==> src/art_pkg.sv <==
`default_nettype none
package art_pkg;
	localparam int ENTRIES  = 64;
	localparam int IDX_BITS = $clog2(ENTRIES);
	localparam int CNT_BITS = 7;
	localparam int TAG_BITS = 16;

	typedef enum logic [1:0] {
		FUNC_INSERT = 2'd0,
		FUNC_REMOVE = 2'd1,
		FUNC_LOOKUP = 2'd2,
		FUNC_CHECK  = 2'd3
	} func_t;

	typedef struct packed {
		logic [1:0]  func;
		logic [31:0] range_start;
		logic [31:0] range_end;
		logic [15:0] tag_in;
	} req_t;

	typedef struct packed {
		logic        ok;
		logic        hit;
		logic [15:0] tag_out;
		logic [32:0] added_count;
		logic [6:0]  entry_count;
		logic [32:0] address_count;
	} rsp_t;

	typedef enum logic [2:0] {
		ST_IDLE,
		ST_READ,
		ST_TEST,
		ST_COMMIT,
		ST_DONE
	} state_t;

	// controller to datapath
	typedef struct packed {
		logic load;
		logic clr_idx;
		logic rd;
		logic test;
		logic inc_idx;
		logic commit;
		logic respond;
	} cmd_t;

	// datapath to controller
	typedef struct packed {
		logic last_idx;
		logic found;
	} sts_t;
endpackage
`default_nettype wire

==> src/art_ctrl.sv <==
`default_nettype none
module art_ctrl (
	input  wire logic         clk,
	input  wire logic         arst_n,
	input  wire logic         start,
	output logic              busy,
	input  wire art_pkg::sts_t sts,
	output art_pkg::cmd_t     cmd
);
	import art_pkg::*;

	state_t state_q, state_d;

	always_ff @(posedge clk or negedge arst_n) begin
		if (!arst_n) state_q <= ST_IDLE;
		else state_q <= state_d;
	end

	always_comb begin
		state_d = state_q;
		cmd     = '0;
		busy    = (state_q != ST_IDLE);
		unique case (state_q)
			ST_IDLE: begin
				if (start) begin
					cmd.load    = 1'b1;
					cmd.clr_idx = 1'b1;
					state_d     = ST_READ;
				end
			end
			ST_READ: begin
				cmd.rd  = 1'b1;
				state_d = ST_TEST;
			end
			ST_TEST: begin
				cmd.test = 1'b1;
				// stop early on a match unless an insert still needs its free slot search
				if (sts.last_idx || sts.found) state_d = ST_COMMIT;
				else begin
					cmd.inc_idx = 1'b1;
					state_d     = ST_READ;
				end
			end
			ST_COMMIT: begin
				cmd.commit = 1'b1;
				state_d    = ST_DONE;
			end
			ST_DONE: begin
				cmd.respond = 1'b1;
				state_d     = ST_IDLE;
			end
			default: state_d = ST_IDLE;
		endcase
	end

`ifndef ASSERT_OFF
	a_load_idle: assert property (@(posedge clk) disable iff (!arst_n)
		cmd.load |-> state_q == ST_IDLE) else $error("load outside idle");
	a_respond_once: assert property (@(posedge clk) disable iff (!arst_n)
		cmd.respond |=> !cmd.respond) else $error("double response");
	a_commit_then_respond: assert property (@(posedge clk) disable iff (!arst_n)
		cmd.commit |=> cmd.respond) else $error("commit without response");
`endif
endmodule
`default_nettype wire

==> config.mk <==
export PLATFORM = sky130hd
export DESIGN_NAME = art_ctrl
export DESIGN_NICKNAME = d
export VERILOG_FILES = /design/src/art_pkg.sv /design/src/art_ctrl.sv
export SDC_FILE = /design/constraint.sdc
export NUM_CORES = 1
export LEC_CHECK = 0
export ABC_CLOCK_PERIOD_IN_PS = 1400
export BUFFER_PORTS_ARGS = -buffer_cell sky130_fd_sc_hd__buf_4
export CAP_MARGIN = 10
export CORE_AREA = 2 2 39 41
export DETAILED_ROUTE_END_ITERATION = 10
export DIE_AREA = 0 0 41 43
export HOLD_SLACK_MARGIN = 0.15
export REMOVE_ABC_BUFFERS = 1
export SLEW_MARGIN = 20
export SYNTH_ARGS = -nofsm -noshare
export SYNTH_HDL_FRONTEND = slang
export SYNTH_SLANG_ARGS = --single-unit
==> constraint.sdc <==
create_clock -name clk -period 1.4 [get_ports clk]
set_clock_uncertainty 0.05 [all_clocks]
set_input_delay 0.07 -clock clk [delete_from_list [all_inputs] [get_ports clk]]
set_output_delay 0.07 -clock clk [all_outputs]
set_load 0.01 [all_outputs]
==> metrics.cfg <==
[finish]
sequential_cell_area_um2=76.3
biggestRegsByFlops=state_q (3)
antennaDiodeCount=0
layout.filler_cells=149
finalNonFillerCells=61
layout_cells_sized_above_1_pct=51.1
multi_input_comb_area_um2=86.3
largest_register_ff_count=3
finish.instance_area_um2=394
design.final.nets=51
area.growth.synth_to_final_pct=130
fin_util_pct=28.5
register_with_the_highest_flop_count=state_q

[worst_setup_path]
timing.setup.critical_path_class=reg -> out
arrival_ns=1.24
rrSetupSlack_ns=0.39
worst_setup_path_start_kind=register
critical_path.max_fanout=3
required_time_reported_for_the_critical_path_endpoint_ns=1.28
worst_setup_path_end_kind=primary output

[status]
status=complete, no violations

[floorplanning]
die_y_um=43
placementRows=14
floorplan.core_area_um2=1380
initial_utilization_pct=12.4
top_level_ports=13
floorplan.die.width_um=41
die_footprint_um2=1760

[pwr]
finalPower_uw=788
internal_power_uw=504
clock_power_share_pct=19.0
sequentialPowerShare_pct=20.3
sw_frac_of_total_pct=36.0
p_leak_nw=0.195
combPwrFrac_pct=60.8
power_switching_uw=284
ir_worst_vdd_mv=0.373
pwr_density_cell_nw_per_um2=2000

[timing]
worst_pin_slew_ns=0.222
clock.fmax_ghz=0.734
timing.final.crit_period_ns=1.36
setup_viol_count_final=0
post-route-worst-setup-slack_ns=0.0372
final-hold-violation-count=0
fin_crit_sh_pct=97.3
hold_ws_ns=0.401
final_layout_setup_total_negative_slack_ns=0
slew-limit-headroom_pct=85.1
finalMaxSlewViolations=0

[clocking]
insertion_delay_ns=0.23
tritoncts=built
cts_buffers=3
cts-root-buf=clkbuf_4
path_clk_slew_ns=0.04
cts.path.max_buffers=2
tritoncts_num_sinks=3
cts_htree_levels=1

[routing]
drt-vias-per-instance=3.75
totalWireLength_um=483
drc_violations_left=0
post_detailed_route_count_of_antenna_violating_nets=0
via_count=229
dr.pass1.iters=4
post_drt_wl_per_cell_um=7.92
first_iter_violations=2

[yosys]
synth-edff-count=0
synth.cells.most_frequent=nor2_1, dfrtp_1, inv_1, nand2b_1, nor3_1
syn_avg_cell_area_um2=8.57
synth.cell_area_um2=171
synth-async-reset-ratio_pct=100
post-synth-top-area-cell=dfrtp_1
synth_area_leaders=dfrtp_1, nor2_1, nand2b_1
yosysMostFrequentCell=nor2_1
synth.ff_latch_count=3
post-synth-top-area-fraction_pct=43.8
yosysWarningCount=0
post_synth_inst_count=20
yosysSeqAreaShare_pct=43.8
synth-main-ff-cell=dfrtp_1
synthDistinctLibCells=12

[global_route]
grt_max_degree=8
antenna_found_initial=0
grt.overflow.total=0
number_of_global_route_vias_before_repair=209
gr-usage-all-layers_pct=6.84
wire_length_of_the_first_global_routing_pass_um=717

[placement]
placedInstanceArea_um2=274
placement.setup.worst_slack_ns=0.241
number_of_instances_in_the_placed_design=47
place_congestion=0.602
buffer_ports.inserted=12

[run]
max-cap-violations=0

[min_path]
hp-class=reg -> reg

-- cells in the final DEF, fill, tap and decap left out --
cell type,n
nor3_1,2
buf_4,17
a21oi_1,1
dfrtp_1,2
dlygate4sd3_1,5
nor4_1,1
o211ai_1,1
nor2_1,4
nor2_4,1
nand2b_1,2
or3_4,1
nor3b_1,1
dfrtp_2,1
inv_1,2
clkbuf_1,1
clkbuf_4,3
-- worst max-delay path, stage by stage (launching register included) --
cell,delay [ns]
dfrtp_2,0.40
or3_4,0.40
nor2_4,0.09
buf_4,0.12
-- routing by layer --
metal	track usage [%]	share of wire (%)	up-vias
met5	0	0	-
met4	10.0	0	0
met3	3.14	11	0
met2	9.06	58	11
met1	5.83	32	100
li1	-	-	118
-- cell type report --
class | instances | area share (%)
clock buffer | 4 | 6.67
inverter | 2 | 1.90
multi-input combinational | 14 | 21.9
sequential | 3 | 19.4
tap | 16 | 5.08
timing repair buffer | 22 | 45.1
-- path summary, 6_finish.rpt --
kind                            start  depth (start not counted)    endpoint
hold / removal             state_q[0]                          1  state_q[0]
max in group asynchronous      arst_n                          3  state_q[0]
hold reg to reg            state_q[0]                          1  state_q[0]
setup / recovery           state_q[0]                          3      cmd[6]
min in group asynchronous      arst_n                          3  state_q[2]
setup reg to reg           state_q[0]                          4  state_q[1]
-- power groups by stage --
stage	Combinational, mW	Sequential, mW	Clock (mW)
global placement	0.346	0.181	0
CTS	0.434	0.171	0.158
global route	0.532	0.165	0.163
finish	0.479	0.160	0.149
floorplan	0.190	0.171	0
detailed placement	0.347	0.184	0
-- timing repair --
item | in CTS | in global routing
pin swaps | 0 | 1
buffers inserted | 4 | 1
endpoints found under the setup margin | 2 | 2
resized for setup | 0 | 2
endpoints found under the hold margin | 5 | 0
hold buffers | 5 | 0
-- logic make-up (layout without fill, tap and decap cells) --
group                  count (synthesis)  in the layout  synth area share [%]
and+or+nand+nor                       12             12                  40.1
DFF                                    3              3                  43.8
buffers and inverters                  3             28                  8.76
AOI/OAI and AO/OA                      2              2                  7.30
Power figures use the tool's default switching activity.
